<file path="src/sv/tspu_pkg.sv">
// Shared types, widths and codes for the trapezoid speed profile unit.
package tspu_pkg;

   // Time base: phase lengths and elapsed counter width
   localparam int TIME_BITS = 16;

   // Fixed field widths
   localparam int MS_W   = 16;
   localparam int PEAK_W = 14;
   localparam int PCT_W  = 7;
   localparam int GAIN_W = 8;
   localparam int HEAD_W = 24;
   localparam int SPD_W  = 16;
   localparam int PH_W   = 2;
   localparam int CSR_W  = 3;

   // Shared multiplier / divider sizing
   localparam int DVS_W = (TIME_BITS > PCT_W) ? TIME_BITS : PCT_W;
   localparam int MUL_W = MS_W + DVS_W;
   localparam int DIV_W = (PEAK_W + TIME_BITS > MS_W + PCT_W) ?
                          (PEAK_W + TIME_BITS) : (MS_W + PCT_W);
   localparam int CNT_W = $clog2(DIV_W + 1);

   // Heading correction product and its floor-shifted result
   localparam int HPROD_W = HEAD_W + GAIN_W + 2;
   localparam int CORR_W  = HPROD_W - GAIN_W;
   localparam int SUM_W   = CORR_W + 1;

   localparam logic [TIME_BITS-1:0] TMAX    = '1;
   localparam logic [PCT_W-1:0]     PCT_DIV = PCT_W'(100);

   // Profile phases
   localparam logic [PH_W-1:0] PH_IDLE   = 2'd0;
   localparam logic [PH_W-1:0] PH_ACCEL  = 2'd1;
   localparam logic [PH_W-1:0] PH_CRUISE = 2'd2;
   localparam logic [PH_W-1:0] PH_DECEL  = 2'd3;

   // Register indexes
   localparam logic [CSR_W-1:0] CSR_TOTAL     = 3'd0;
   localparam logic [CSR_W-1:0] CSR_PEAK      = 3'd1;
   localparam logic [CSR_W-1:0] CSR_ACC_PCT   = 3'd2;
   localparam logic [CSR_W-1:0] CSR_DEC_PCT   = 3'd3;
   localparam logic [CSR_W-1:0] CSR_MIN_ACC   = 3'd4;
   localparam logic [CSR_W-1:0] CSR_MIN_DEC   = 3'd5;
   localparam logic [CSR_W-1:0] CSR_GAIN      = 3'd6;
   localparam logic [CSR_W-1:0] CSR_REVERSE   = 3'd7;

   typedef struct packed {
      logic                     start_req;
      logic signed [HEAD_W-1:0] heading;
   } req_type;

   typedef struct packed {
      logic signed [SPD_W-1:0] left_cmd;
      logic signed [SPD_W-1:0] right_cmd;
      logic [PH_W-1:0]         phase;
      logic                    done_res;
   } rsp_type;

   typedef struct packed {
      logic [MS_W-1:0]   total_time_ms;
      logic [PEAK_W-1:0] peak_speed;
      logic [PCT_W-1:0]  accel_percent;
      logic [PCT_W-1:0]  decel_percent;
      logic [MS_W-1:0]   min_accel_ms;
      logic [MS_W-1:0]   min_decel_ms;
      logic [GAIN_W-1:0] heading_gain;
      logic              reverse;
   } cfg_type;

   typedef struct packed {
      logic             start;
      logic [DIV_W-1:0] dividend;
      logic [DVS_W-1:0] divisor;
   } div_cmd_type;

   typedef struct packed {
      logic             busy;
      logic             done;
      logic [DIV_W-1:0] quotient;
   } div_sts_type;

endpackage

</file>
<file path="src/sv/tspu_div.sv">
// Restoring unsigned divider, one quotient bit per cycle.
module tspu_div (
   input  logic                  clock,
   input  logic                  reset,
   input  tspu_pkg::div_cmd_type cmd,
   output tspu_pkg::div_sts_type sts
);

   logic                          busy_ff, busy_in;
   logic                          done_ff, done_in;
   logic [tspu_pkg::CNT_W-1:0]    cnt_ff, cnt_in;
   logic [tspu_pkg::DIV_W-1:0]    num_ff, num_in;
   logic [tspu_pkg::DVS_W-1:0]    rem_ff, rem_in;
   logic [tspu_pkg::DVS_W-1:0]    dvs_ff, dvs_in;
   logic [tspu_pkg::DVS_W:0]      trial;
   logic                          fits;

   // Shift in the next dividend bit and try a subtract
   assign trial = {rem_ff, num_ff[tspu_pkg::DIV_W-1]};
   assign fits  = (trial >= {1'b0, dvs_ff});

   always_comb begin
      busy_in = busy_ff;
      done_in = 1'b0;
      cnt_in  = cnt_ff;
      num_in  = num_ff;
      rem_in  = rem_ff;
      dvs_in  = dvs_ff;
      if (cmd.start) begin
         busy_in = 1'b1;
         cnt_in  = tspu_pkg::CNT_W'(tspu_pkg::DIV_W);
         num_in  = cmd.dividend;
         rem_in  = '0;
         dvs_in  = cmd.divisor;
      end else if (busy_ff) begin
         num_in = {num_ff[tspu_pkg::DIV_W-2:0], fits};
         rem_in = fits ? tspu_pkg::DVS_W'(trial - {1'b0, dvs_ff})
                       : trial[tspu_pkg::DVS_W-1:0];
         cnt_in = cnt_ff - tspu_pkg::CNT_W'(1);
         if (cnt_ff == tspu_pkg::CNT_W'(1)) begin
            busy_in = 1'b0;
            done_in = 1'b1;
         end
      end
   end

   always_ff @(posedge clock) begin
      if (reset) begin
         busy_ff <= 1'b0;
         done_ff <= 1'b0;
         cnt_ff  <= '0;
      end else begin
         busy_ff <= busy_in;
         done_ff <= done_in;
         cnt_ff  <= cnt_in;
      end
      num_ff <= num_in;
      rem_ff <= rem_in;
      dvs_ff <= dvs_in;
   end

   assign sts.busy     = busy_ff;
   assign sts.done     = done_ff;
   assign sts.quotient = num_ff;

endmodule

</file>
<file path="src/sv/tspu_csr.sv">
// Configuration register bank of the speed profile unit.
module tspu_csr (
   input  logic                        clock,
   input  logic                        reset,
   input  logic                        csr_we,
   input  logic [tspu_pkg::CSR_W-1:0]  csr_idx,
   input  logic [tspu_pkg::MS_W-1:0]   csr_wdata,
   output tspu_pkg::cfg_type           cfg
);

   tspu_pkg::cfg_type cfg_ff, cfg_in;

   // Decode one register write
   always_comb begin
      cfg_in = cfg_ff;
      if (csr_we) begin
         unique case (csr_idx)
            tspu_pkg::CSR_TOTAL:   cfg_in.total_time_ms = csr_wdata;
            tspu_pkg::CSR_PEAK:    cfg_in.peak_speed    = csr_wdata[tspu_pkg::PEAK_W-1:0];
            tspu_pkg::CSR_ACC_PCT: cfg_in.accel_percent = csr_wdata[tspu_pkg::PCT_W-1:0];
            tspu_pkg::CSR_DEC_PCT: cfg_in.decel_percent = csr_wdata[tspu_pkg::PCT_W-1:0];
            tspu_pkg::CSR_MIN_ACC: cfg_in.min_accel_ms  = csr_wdata;
            tspu_pkg::CSR_MIN_DEC: cfg_in.min_decel_ms  = csr_wdata;
            tspu_pkg::CSR_GAIN:    cfg_in.heading_gain  = csr_wdata[tspu_pkg::GAIN_W-1:0];
            tspu_pkg::CSR_REVERSE: cfg_in.reverse       = csr_wdata[0];
         endcase
      end
   end

   always_ff @(posedge clock) begin
      if (reset) begin
         cfg_ff.total_time_ms <= '0;
         cfg_ff.peak_speed    <= '0;
         cfg_ff.accel_percent <= tspu_pkg::PCT_W'(30);
         cfg_ff.decel_percent <= tspu_pkg::PCT_W'(30);
         cfg_ff.min_accel_ms  <= tspu_pkg::MS_W'(300);
         cfg_ff.min_decel_ms  <= tspu_pkg::MS_W'(300);
         cfg_ff.heading_gain  <= '0;
         cfg_ff.reverse       <= 1'b0;
      end else begin
         cfg_ff <= cfg_in;
      end
   end

   assign cfg = cfg_ff;

endmodule

</file>
<file path="src/sv/trapezoid_speed_profile_unit.sv">
// Top level of the trapezoid speed profile unit: sequencer, datapath, result register.
//
// Usage: write the registers over the csr_ port while the unit is idle, then send a
// start beat (start_req = 1) carrying the current heading, followed by one tick beat
// (start_req = 0) per millisecond. Every request beat yields exactly one response
// beat with the left/right wheel speeds, the phase and the done flag.
// A start beat runs two divisions through the shared divider to size the accel and
// decel phases. A tick in accel or decel runs one ramp division; a tick in cruise,
// idle or after the move finishes runs no division. The shared restoring divider
// produces one quotient bit per cycle. req_ready is high only while the sequencer
// is idle, one item at a time, so the next beat can be taken in the same cycle the
// response appears.
// The response sits in an output register, so the next request can be taken while
// a finished response still waits; if the receiver stalls longer, the sequencer
// holds its next result until the output register frees up.
// Synchronous reset returns registers to their defaults, clears the profile to
// idle and drops rsp_valid. No clearing pass is needed.
module trapezoid_speed_profile_unit (
   input  logic                        clock,
   input  logic                        reset,
   input  logic                        req_valid,
   output logic                        req_ready,
   input  tspu_pkg::req_type           req_data,
   output logic                        rsp_valid,
   input  logic                        rsp_ready,
   output tspu_pkg::rsp_type           rsp_data,
   input  logic                        csr_we,
   input  logic [tspu_pkg::CSR_W-1:0]  csr_idx,
   input  logic [tspu_pkg::MS_W-1:0]   csr_wdata
);

   localparam logic [2:0] S_IDLE   = 3'd0;
   localparam logic [2:0] S_ADV    = 3'd1;
   localparam logic [2:0] S_MUL    = 3'd2;
   localparam logic [2:0] S_LAUNCH = 3'd3;
   localparam logic [2:0] S_WAIT   = 3'd4;
   localparam logic [2:0] S_FIN    = 3'd5;
   localparam logic [2:0] S_OUT    = 3'd6;

   localparam logic [1:0] JOB_ACC  = 2'd0;
   localparam logic [1:0] JOB_DEC  = 2'd1;
   localparam logic [1:0] JOB_RAMP = 2'd2;

   tspu_pkg::cfg_type     cfg;
   tspu_pkg::div_cmd_type div_cmd;
   tspu_pkg::div_sts_type div_sts;

   logic [2:0]                          state_ff, state_in;
   logic [1:0]                          job_ff, job_in;
   logic signed [tspu_pkg::HEAD_W-1:0]  hd_ff, hd_in;
   logic signed [tspu_pkg::HEAD_W-1:0]  base_hd_ff, base_hd_in;
   logic [tspu_pkg::PH_W-1:0]           phase_ff, phase_in;
   logic [tspu_pkg::TIME_BITS-1:0]      elapsed_ff, elapsed_in;
   logic                                finished_ff, finished_in;
   logic [tspu_pkg::TIME_BITS-1:0]      acc_len_ff, acc_len_in;
   logic [tspu_pkg::TIME_BITS-1:0]      cru_len_ff, cru_len_in;
   logic [tspu_pkg::TIME_BITS-1:0]      dec_len_ff, dec_len_in;
   logic [tspu_pkg::DIV_W-1:0]          prod_ff, prod_in;
   logic signed [tspu_pkg::CORR_W-1:0]  corr_ff, corr_in;
   logic [tspu_pkg::PEAK_W-1:0]         ramp_ff, ramp_in;
   tspu_pkg::rsp_type                   res_ff, res_in;
   tspu_pkg::rsp_type                   rsp_ff, rsp_in;
   logic                                rsp_valid_ff, rsp_valid_in;

   // Phase advance on a tick
   logic [tspu_pkg::PH_W-1:0]           adv_phase;
   logic [tspu_pkg::TIME_BITS-1:0]      adv_elapsed;
   logic                                adv_fin;

   // Shared multiplier operands
   logic [tspu_pkg::MS_W-1:0]           mul_a;
   logic [tspu_pkg::DVS_W-1:0]          mul_b;
   logic [tspu_pkg::MUL_W-1:0]          mul_p;
   logic [tspu_pkg::DVS_W-1:0]          divisor_sel;

   // Phase length from quotient and minimum
   logic [tspu_pkg::MS_W-1:0]           len_min;
   logic [tspu_pkg::DIV_W-1:0]          len_wide;
   logic [tspu_pkg::TIME_BITS-1:0]      len_sel;

   // Cruise length
   logic [tspu_pkg::DIV_W-1:0]          used_w;
   logic [tspu_pkg::DIV_W-1:0]          total_w;
   logic [tspu_pkg::DIV_W-1:0]          cru_w;
   logic [tspu_pkg::TIME_BITS-1:0]      cru_sel;

   // Heading correction
   logic signed [tspu_pkg::HEAD_W:0]    hd_diff;
   logic signed [tspu_pkg::HPROD_W-1:0] hd_prod;

   // Speed assembly
   logic signed [tspu_pkg::PEAK_W+1:0]  base_s;
   logic signed [tspu_pkg::SUM_W-1:0]   left_w;
   logic signed [tspu_pkg::SUM_W-1:0]   right_w;

   function automatic logic [tspu_pkg::SPD_W-1:0] sat_spd(
      input logic signed [tspu_pkg::SUM_W-1:0] v
   );
      logic signed [tspu_pkg::SUM_W-1:0] hi;
      logic signed [tspu_pkg::SUM_W-1:0] lo;
      hi = tspu_pkg::SUM_W'(32767);
      lo = -tspu_pkg::SUM_W'(32768);
      if (v > hi) begin
         return tspu_pkg::SPD_W'(32767);
      end else if (v < lo) begin
         return tspu_pkg::SPD_W'(32768);
      end else begin
         return v[tspu_pkg::SPD_W-1:0];
      end
   endfunction

   tspu_csr u_csr (
      .clock     (clock),
      .reset     (reset),
      .csr_we    (csr_we),
      .csr_idx   (csr_idx),
      .csr_wdata (csr_wdata),
      .cfg       (cfg)
   );

   tspu_div u_div (
      .clock (clock),
      .reset (reset),
      .cmd   (div_cmd),
      .sts   (div_sts)
   );

   // Phase transitions, zero-length phases fall straight through
   always_comb begin
      adv_phase   = phase_ff;
      adv_elapsed = elapsed_ff;
      adv_fin     = finished_ff;
      if (adv_phase == tspu_pkg::PH_ACCEL && adv_elapsed >= acc_len_ff) begin
         adv_phase   = tspu_pkg::PH_CRUISE;
         adv_elapsed = '0;
      end
      if (adv_phase == tspu_pkg::PH_CRUISE && adv_elapsed >= cru_len_ff) begin
         adv_phase   = tspu_pkg::PH_DECEL;
         adv_elapsed = '0;
      end
      if (adv_phase == tspu_pkg::PH_DECEL && adv_elapsed >= dec_len_ff) begin
         adv_phase   = tspu_pkg::PH_IDLE;
         adv_elapsed = '0;
         adv_fin     = 1'b1;
      end
   end

   // Operand select for the shared multiplier and divider
   always_comb begin
      if (job_ff == JOB_RAMP) begin
         mul_a       = tspu_pkg::MS_W'(cfg.peak_speed);
         mul_b       = tspu_pkg::DVS_W'(elapsed_ff);
         divisor_sel = (phase_ff == tspu_pkg::PH_ACCEL) ? tspu_pkg::DVS_W'(acc_len_ff)
                                                         : tspu_pkg::DVS_W'(dec_len_ff);
      end else begin
         mul_a       = cfg.total_time_ms;
         mul_b       = (job_ff == JOB_ACC) ? tspu_pkg::DVS_W'(cfg.accel_percent)
                                           : tspu_pkg::DVS_W'(cfg.decel_percent);
         divisor_sel = tspu_pkg::DVS_W'(tspu_pkg::PCT_DIV);
      end
      mul_p = tspu_pkg::MUL_W'(mul_a) * tspu_pkg::MUL_W'(mul_b);
   end

   // Phase length: max with the minimum, then saturate
   always_comb begin
      len_min  = (job_ff == JOB_ACC) ? cfg.min_accel_ms : cfg.min_decel_ms;
      len_wide = (div_sts.quotient > tspu_pkg::DIV_W'(len_min)) ? div_sts.quotient
                                                                : tspu_pkg::DIV_W'(len_min);
      len_sel  = (len_wide > tspu_pkg::DIV_W'(tspu_pkg::TMAX)) ? tspu_pkg::TMAX
                                                               : len_wide[tspu_pkg::TIME_BITS-1:0];
   end

   // Cruise length: remainder of the total, clamped at zero
   always_comb begin
      used_w  = tspu_pkg::DIV_W'(acc_len_ff) + tspu_pkg::DIV_W'(dec_len_ff);
      total_w = tspu_pkg::DIV_W'(cfg.total_time_ms);
      cru_w   = (total_w > used_w) ? (total_w - used_w) : '0;
      cru_sel = (cru_w > tspu_pkg::DIV_W'(tspu_pkg::TMAX)) ? tspu_pkg::TMAX
                                                           : cru_w[tspu_pkg::TIME_BITS-1:0];
   end

   // Heading error times gain; upper bits give the floor of /256
   always_comb begin
      hd_diff = {hd_ff[tspu_pkg::HEAD_W-1], hd_ff}
              - {base_hd_ff[tspu_pkg::HEAD_W-1], base_hd_ff};
      hd_prod = hd_diff * $signed({1'b0, cfg.heading_gain});
   end

   // Base speed, correction, direction
   always_comb begin
      unique case (phase_ff)
         tspu_pkg::PH_ACCEL:  base_s = $signed({2'b00, ramp_ff});
         tspu_pkg::PH_CRUISE: base_s = $signed({2'b00, cfg.peak_speed});
         tspu_pkg::PH_DECEL:  base_s = $signed({2'b00, cfg.peak_speed})
                                     - $signed({2'b00, ramp_ff});
         default:             base_s = '0;
      endcase
      left_w  = tspu_pkg::SUM_W'(base_s) - tspu_pkg::SUM_W'(corr_ff);
      right_w = tspu_pkg::SUM_W'(base_s) + tspu_pkg::SUM_W'(corr_ff);
      if (cfg.reverse) begin
         left_w  = -left_w;
         right_w = -right_w;
      end
   end

   // Sequencer
   always_comb begin
      state_in     = state_ff;
      job_in       = job_ff;
      hd_in        = hd_ff;
      base_hd_in   = base_hd_ff;
      phase_in     = phase_ff;
      elapsed_in   = elapsed_ff;
      finished_in  = finished_ff;
      acc_len_in   = acc_len_ff;
      cru_len_in   = cru_len_ff;
      dec_len_in   = dec_len_ff;
      prod_in      = prod_ff;
      corr_in      = corr_ff;
      ramp_in      = ramp_ff;
      res_in       = res_ff;
      rsp_in       = rsp_ff;
      rsp_valid_in = rsp_valid_ff;

      div_cmd.start    = 1'b0;
      div_cmd.dividend = prod_ff;
      div_cmd.divisor  = divisor_sel;

      if (rsp_valid_ff && rsp_ready) begin
         rsp_valid_in = 1'b0;
      end

      unique case (state_ff)
         S_IDLE: begin
            if (req_valid) begin
               hd_in = req_data.heading;
               if (req_data.start_req) begin
                  base_hd_in  = req_data.heading;
                  phase_in    = tspu_pkg::PH_ACCEL;
                  elapsed_in  = '0;
                  finished_in = 1'b0;
                  job_in      = JOB_ACC;
                  state_in    = S_MUL;
               end else begin
                  state_in = S_ADV;
               end
            end
         end
         S_ADV: begin
            phase_in    = adv_phase;
            elapsed_in  = adv_elapsed;
            finished_in = adv_fin;
            corr_in     = hd_prod[tspu_pkg::HPROD_W-1:tspu_pkg::GAIN_W];
            job_in      = JOB_RAMP;
            if (adv_phase == tspu_pkg::PH_ACCEL || adv_phase == tspu_pkg::PH_DECEL) begin
               state_in = S_MUL;
            end else begin
               state_in = S_FIN;
            end
         end
         S_MUL: begin
            prod_in  = mul_p[tspu_pkg::DIV_W-1:0];
            state_in = S_LAUNCH;
         end
         S_LAUNCH: begin
            div_cmd.start = 1'b1;
            state_in      = S_WAIT;
         end
         S_WAIT: begin
            if (div_sts.done) begin
               unique case (job_ff)
                  JOB_ACC: begin
                     acc_len_in = len_sel;
                     job_in     = JOB_DEC;
                     state_in   = S_MUL;
                  end
                  JOB_DEC: begin
                     dec_len_in = len_sel;
                     state_in   = S_FIN;
                  end
                  default: begin
                     ramp_in  = div_sts.quotient[tspu_pkg::PEAK_W-1:0];
                     state_in = S_FIN;
                  end
               endcase
            end
         end
         S_FIN: begin
            if (job_ff == JOB_DEC) begin
               // End of a start beat
               cru_len_in       = cru_sel;
               res_in.left_cmd  = '0;
               res_in.right_cmd = '0;
               res_in.phase     = tspu_pkg::PH_ACCEL;
               res_in.done_res  = 1'b0;
            end else if (phase_ff == tspu_pkg::PH_IDLE) begin
               res_in.left_cmd  = '0;
               res_in.right_cmd = '0;
               res_in.phase     = tspu_pkg::PH_IDLE;
               res_in.done_res  = finished_ff;
            end else begin
               res_in.left_cmd  = sat_spd(left_w);
               res_in.right_cmd = sat_spd(right_w);
               res_in.phase     = phase_ff;
               res_in.done_res  = 1'b0;
               if (elapsed_ff < tspu_pkg::TMAX) begin
                  elapsed_in = elapsed_ff + tspu_pkg::TIME_BITS'(1);
               end
            end
            state_in = S_OUT;
         end
         S_OUT: begin
            if (!rsp_valid_ff || rsp_ready) begin
               rsp_in       = res_ff;
               rsp_valid_in = 1'b1;
               state_in     = S_IDLE;
            end
         end
         default: begin
            state_in = S_IDLE;
         end
      endcase
   end

   always_ff @(posedge clock) begin
      if (reset) begin
         state_ff     <= S_IDLE;
         job_ff       <= JOB_ACC;
         base_hd_ff   <= '0;
         phase_ff     <= tspu_pkg::PH_IDLE;
         elapsed_ff   <= '0;
         finished_ff  <= 1'b0;
         acc_len_ff   <= '0;
         cru_len_ff   <= '0;
         dec_len_ff   <= '0;
         rsp_valid_ff <= 1'b0;
      end else begin
         state_ff     <= state_in;
         job_ff       <= job_in;
         base_hd_ff   <= base_hd_in;
         phase_ff     <= phase_in;
         elapsed_ff   <= elapsed_in;
         finished_ff  <= finished_in;
         acc_len_ff   <= acc_len_in;
         cru_len_ff   <= cru_len_in;
         dec_len_ff   <= dec_len_in;
         rsp_valid_ff <= rsp_valid_in;
      end
      hd_ff   <= hd_in;
      prod_ff <= prod_in;
      corr_ff <= corr_in;
      ramp_ff <= ramp_in;
      res_ff  <= res_in;
      rsp_ff  <= rsp_in;
   end

   assign req_ready = (state_ff == S_IDLE);
   assign rsp_valid = rsp_valid_ff;
   assign rsp_data  = rsp_ff;

   // A finished move never reports an active phase
   a_done_idle: assert property (@(posedge clock) disable iff (reset)
      rsp_valid |-> !(rsp_data.done_res && rsp_data.phase != tspu_pkg::PH_IDLE))
      else $error("done_res set with active phase");

   // Elapsed time stays within the current ramp phase
   a_acc_bound: assert property (@(posedge clock) disable iff (reset)
      (phase_ff == tspu_pkg::PH_ACCEL && state_ff == S_IDLE) |-> elapsed_ff <= acc_len_ff)
      else $error("elapsed beyond accel length");

   a_dec_bound: assert property (@(posedge clock) disable iff (reset)
      (phase_ff == tspu_pkg::PH_DECEL && state_ff == S_IDLE) |-> elapsed_ff <= dec_len_ff)
      else $error("elapsed beyond decel length");

   // Ramp quotient never exceeds the peak speed
   a_ramp_peak: assert property (@(posedge clock) disable iff (reset)
      (state_ff == S_FIN && job_ff == JOB_RAMP &&
       (phase_ff == tspu_pkg::PH_ACCEL || phase_ff == tspu_pkg::PH_DECEL))
      |-> ramp_ff <= cfg.peak_speed)
      else $error("ramp value above peak speed");

   // Divider is only launched when free
   a_div_free: assert property (@(posedge clock) disable iff (reset)
      div_cmd.start |-> !div_sts.busy)
      else $error("divider launched while busy");

endmodule
</file>
<file path="config.mk">
export PLATFORM = sky130hd
export DESIGN_NAME = trapezoid_speed_profile_unit
export DESIGN_NICKNAME = d
export VERILOG_FILES = /design/src/sv/tspu_pkg.sv /design/src/sv/tspu_div.sv /design/src/sv/tspu_csr.sv /design/src/sv/trapezoid_speed_profile_unit.sv
export SDC_FILE = /design/constraint.sdc
export NUM_CORES = 2
export LEC_CHECK = 0
export CAP_MARGIN = 20
export CORE_MARGIN = 3
export CORE_UTILIZATION = 63
export CTS_CLUSTER_SIZE = 16
export DETAILED_ROUTE_END_ITERATION = 8
export DONT_BUFFER_PORTS = 1
export GPL_ROUTABILITY_DRIVEN = 1
export GPL_TIMING_DRIVEN = 0
export PLACE_DENSITY = 0.79
export SLEW_MARGIN = 40
export SYNTH_ARGS = -nofsm -noshare
export SYNTH_HDL_FRONTEND = slang
export SYNTH_SLANG_ARGS = --single-unit
</file>
<file path="constraint.sdc">
create_clock -name clock -period 17.4 [get_ports clock]
set_input_delay 0 -clock clock [delete_from_list [all_inputs] [get_ports clock]]
set_output_delay 0 -clock clock [all_outputs]
set_load 0.02 [all_outputs]
</file>
Word level (Yosys, flattened, before mapping). Cells that the tools add are included.

Flip-flop bits (word level): 415. Word-level logic and storage cells: 204.

Add/sub/neg operators: 11. Multiply operators: 2. Order comparisons: 13. Equal/unequal tests: 32. Multiplexer cells: 61. Bitwise logic cells: 3. Reductions and logical operators: 42.

Operators with widths (count): 16-bit two-way mux (17); 30-bit two-way mux (4); 16-bit one-hot mux with 3 select lines (2); 30-bit by 16-bit > comparator with 1-bit output (second input constant) (2); 27-bit by 16-bit > comparator with 1-bit output (second input constant) (2); 27-bit by 16-bit < comparator with 1-bit output (second input constant) (2); 27-bit two-way mux (2); 27-bit negation (2); 16-bit >= comparator (3); 25-bit by 9-bit multiplier with 34-bit output (1); 30-bit by 16-bit > comparator with 1-bit output (1); 16-bit by 16-bit multiplier with 30-bit output (1); 15-bit two-way mux (2); 16-bit by 26-bit adder with 27-bit output (1); 16-bit by 26-bit subtractor with 27-bit output (1); 24-bit by 24-bit subtractor with 25-bit output (1); 2-bit two-way mux (11); 2-bit AND reduction (11); 3-bit == test (second input constant) (7); 3-bit one-hot mux with 7 select lines (1); 3-bit AND reduction (6); 16-bit by 17-bit subtractor with 18-bit output (1); 16-bit by 16-bit adder with 17-bit output (1); 17-bit by 16-bit >= comparator with 1-bit output (1); other kinds (33) (81).

Longest topological paths before layout.
Word-level depth: 13. Gate-level depth with buffers: 50. Gate-level depth less buffers: 46.

Cells and area by module. A second synthesis with hierarchy kept.

Cell total of the unflattened synthesis: 4639. Area, all modules: 41860.1 um^2.

Modules (own cells, without submodules): trapezoid_speed_profile_unit (times used 1, cells each 3988, area an instance 34680.8 um^2); tspu_div (times used 1, cells each 337, area an instance 3764.9 um^2); tspu_csr (times used 1, cells each 314, area an instance 3414.5 um^2).

Worst setup path before layout. Ideal clock, no wire load.

Kind: reg2reg. Start point: register elapsed_ff[0] (netlist bit). End point: register elapsed_ff[10] (netlist bit). Arrival: 8653 ps. Data required time: 17309 ps. Slack: 8657 ps. Stages on the path, launching flop included: 51. Path buffers: 4. Period minus slack after synthesis: 8743 ps. Cell sequence: dfxtp_1 inv_1 ha_1 nand2b_1 a21o_1 a21o_1 a21o_1 a21o_1 a21o_1 a21o_1 a21oi_1 o21ai_0 a31oi_1 o31a_1 nand2b_1 clkbuf_1 clkbuf_1 nand2_1 [... 15 more ...] nand2_1 ha_1 nand2b_1 a21o_1 a21o_1 a21o_1 a21o_1 a21o_1 a21o_1 a21o_1 a21o_1 a21oi_1 o21ai_0 a221oi_1 a221oi_1 o21ba_2 clkbuf_1 a311oi_1.

Longest elaborated chain between the ends: 10. Elaborated cells on any way between the ends: 21. Those cells by class: add/sub (1); order compare (4); eq/ne (3); mux (9); reduce/logical (4).

RTL lines: start, declared (RTL line trapezoid_speed_profile_unit.sv:53) `logic [tspu_pkg::TIME_BITS-1:0] elapsed_ff, elapsed_in;`; start signal, assigned (RTL line trapezoid_speed_profile_unit.sv:342) `elapsed_ff <= elapsed_in;`; 16-bit >= comparator (RTL line trapezoid_speed_profile_unit.sv:133) `if (adv_phase == tspu_pkg::PH_ACCEL && adv_elapsed >= acc_len_ff) begin`; 1-bit logical AND (RTL line trapezoid_speed_profile_unit.sv:133); 16-bit two-way mux / 2-bit two-way mux (equally long branches) (RTL line trapezoid_speed_profile_unit.sv:133); 16-bit >= comparator / 2-bit == test (equally long branches) (RTL line trapezoid_speed_profile_unit.sv:137) `if (adv_phase == tspu_pkg::PH_CRUISE && adv_elapsed >= cru_len_ff) begin`; 1-bit logical AND (RTL line trapezoid_speed_profile_unit.sv:137); 16-bit two-way mux / 2-bit two-way mux (equally long branches) (RTL line trapezoid_speed_profile_unit.sv:137); 16-bit >= comparator / 2-bit == test (equally long branches) (RTL line trapezoid_speed_profile_unit.sv:141) `if (adv_phase == tspu_pkg::PH_DECEL && adv_elapsed >= dec_len_ff) begin`; 1-bit logical AND (RTL line trapezoid_speed_profile_unit.sv:141); 16-bit two-way mux (RTL line trapezoid_speed_profile_unit.sv:141); 16-bit one-hot mux with 3 select lines (RTL line trapezoid_speed_profile_unit.sv:233) `unique case (state_ff)`.

Parallel ways exist; a longest one is shown, timed or not. The select of a mux whose other input is x is not followed. A chain may end at the register's enable or synchronous reset.

Worst setup path after layout.
Start point: register elapsed_ff[0] (netlist bit). End point: register elapsed_ff[12] (netlist bit).

The elaborated chain is that of the path after synthesis.

==> summary.txt <==
Status
  – Status: finished clean

Drt
  – Iteration-0 DRC Markers: 3,568
  – DRC viols: 0
  – Post-route antenna net violation count: 0
  – Total Wirelength: 120,400 um
  – Wire length per cell: 20.79 um
  – First drt pass iteration count: 6
  – Via/cell ratio: 6.117
  – Via count: between 30,000 and 40,000

Cells and area
  – Synth-to-Final Area Change: 8.200%
  – Layout cells sized above 1: 3.913%
  – Fin util: 69.05%
  – Fin cells: a little under 6,000
  – Fill cell count: 5,231
  – Nets: approximately 5,700

Floorplan
  – DIE AREA: 0.06864 sq mm
  – Starting Density: between 60% and 70%
  – I/O pin count: 86
  – Core ar.: 0.06470 sq mm
  – Die height: 262 um
  – Die width: 262 um
  – Row count: a little over 90

Critical path
  – CP Capture Type: flop
  – Worst setup SP type: flop
  – R2R setup slack: ~5.9 ns
  – Cell mode on critical path: a21o_1
  – Critical Path Fanout Max: 10
  – Critical path arrival: between 10 and 15 ns
  – Worst setup path category: reg -> reg
  – Max stage delay on crit path: between 0.6 and 0.7 ns
  – Worst path required time: 17.90 ns
  – Critical path's slowest cell: a221oi_1

Worst hold path
  – Hold Path Class: in -> reg

Flow run
  – Max-cap violation count: 0

Synth
  – YS warnings: 0
  – Mapped cell area: just over 0.04 sq mm
  – EDFF count, synth: 210
  – Dominant cell type by area after synthesis: fa_1
  – Top-count cell post-synth: nand2_1
  – Largest cells by area after synthesis: fa_1 17%, edfxtp_1 15%, ha_1 11%
  – Top cells by count, synth: 704 x nand2_1, 665 x inv_1, 361 x ha_1, 355 x fa_1, 267 x a21oi_1
  – Avg Cell Area, Syn: 8.668 sq um
  – Synth async-reset ratio: 0%
  – Share of the synthesized area in the top cell type: 17.21%
  – Cell count after synthesis: 4,763
  – Flop and latch count out of synthesis: 415
  – Main flop type after synthesis: edfxtp_1
  – Synth unique cells: 98
  – Sequential-to-total area share from yosys stat: 25.21%

CTS
  – CTS Root Buffer Type: clkbuf_16
  – Total CTS buffers: 47
  – Longest Clk Path Bufs: 3
  – CTS clk-pin slew, worst paths: 0.07 ns
  – Worst skew pair latency: 0.59 ns
  – H-tree depth: 2
  – Clock sinks: around 420
  – CTS tree: built
  – Postcts setup bufs: 0

Pwr
  – Psw: 1.818 mW
  – VDD IR max: 99.68 uV
  – Seq pwr share: between 30% and 40%
  – Pint: 2.393 mW
  – Power Density: 94.27 mW/mm^2
  – Leak Pwr: around 20 nW
  – Power share of the clock group: 23.2%
  – Tot Pwr: 4.211 mW
  – Comb power frac: 46.0%
  – Sw frac: 43.17%

STA
  – Slew @ Worst Pin: approximately 0.95 ns
  – Clock Skew: ~0.016 ns
  – Fmax: around 87 MHz
  – Final Max Slew Viols: 0
  – Final setup vio count: 0
  – Final TNS setup: 0 ns
  – Final period util: 66.23%
  – Hold Vio Cnt, Final: 0
  – Max_slew headroom: 34.58%
  – Min Tclk post-route: roughly 12 ns
  – WHS: 0.02763 ns
  – RSZ-0062 raised after global routing: false

GRT
  – First-pass GRT wire length: 187,300 um
  – Gr ovfl total: 0
  – Pin count of the biggest net entering global routing: 41
  – Vias in the first global route: roughly 34,000
  – Initial antenna violation count: 9
  – All-Layer GR Usage: 35.14%

Placed design
  – Hpwl dp: between 90,000 and 100,000 um
  – Placed instance count: ~5,600
  – PortBufs: 0
  – GP Congestion: 0.9914
kinds of logic after synthesis:
logic type | count (synthesis) | share of synthesized area [%]
compound gates | 905 | 14.84
xor+xnor | 180 | 3.837
fa+ha+maj | 717 | 28.18
buf+inv | 882 | 8.104
flops | 415 | 25.21
mux | 64 | 1.573
other cells | 2 | 0.01819
simple gates | 1598 | 18.24
metrics by stage:
stage	area [sq um]	worst slack, ns
after floorplan	41340	8.657
after global placement	42410	6.263
after detailed placement	42550	6.290
after CTS	44630	6.187
after global routing	44670	5.456
final	44670	5.876
power groups by stage:
stage          sequential, mW  clock, mW  combinational, mW
5_1_grt                  1.31       1.02               2.12
3_3_place_gp             1.32          0               1.80
4_1_cts                  1.30      0.982               1.88
6_report                 1.30      0.978               1.94
2_1_floorplan            1.28          0               1.36
3_5_place_dp             1.32          0               1.86
repair_timing:
action / in CTS / in global routing
resized for setup: 0 / 0
hold endpoints to repair: 163 / 0
hold buffers: 59 / 0
final timing paths:
check                start        endpoint  cells after the start
max          elapsed_ff[0]  elapsed_ff[12]                     50
min                  reset     state_ff[2]                      3
max reg2reg  elapsed_ff[0]  elapsed_ff[12]                     50
min reg2reg     res_ff[27]    rsp_data[27]                      0
per-layer routing:
layer  routed length [um]  global-route usage [%]
met1                50390                   49.86
met4                 4188                   10.80
met3                15080                   10.19
met5                   61                       0
met2                50630                   52.21
registers in the layout, indices dropped and copies added (netlist names), 24 cells and up:
| register | cells |
|---|---|
| res_ff | 35 |
| u_div.num_ff | 30 |
| hd_ff | 24 |
| u_csr.cfg | 85 |
| rsp_data | 35 |
| corr_ff | 26 |
| base_hd_ff | 24 |
| prod_ff | 30 |
area by class of cell:
class	instances	area, sq um	area share, %
antenna	2	5.005	0.01120
sequential	415	10410	23.30
multi-input combinational	3479	27670	61.93
tap	855	1070	2.395
buffer	213	843.3	1.888
inverter	669	2512	5.624
clock inverter	26	206.4	0.4621
timing repair buffer	70	683.2	1.529
clock buffer	60	1276	2.857
cells in the final DEF, fill, tap and decap left out, drive strengths merged, types with 54 or more instances in the layout:
cell / synthesis / routed
nand2: 704 / 704
inv: 666 / 675
ha: 361 / 361
fa: 355 / 355
a21oi: 271 / 271
nor2: 266 / 266
clkbuf: 184 / 244
edfxtp: 210 / 210
dfxtp: 205 / 205
and2: 161 / 161
o21ai: 146 / 146
xnor2: 132 / 132
nand3: 86 / 86
and3: 79 / 79
a211oi: 73 / 73
nor3: 73 / 73
a21o: 68 / 68
mux2i: 60 / 60
dlygate4sd3: 0 / 59
nor2b: 54 / 54
critical path, delay by kind of cell (launching register included):
kind / cells / cell delay [ns]
and+or+nand+nor: 6 / 0.78
DFF: 1 / 0.62
adders and majority gates: 3 / 0.89
AOI/OAI and AO/OA: 36 / 7.46
buffers and inverters: 5 / 1.69
(Power assumes the default switching activity.)
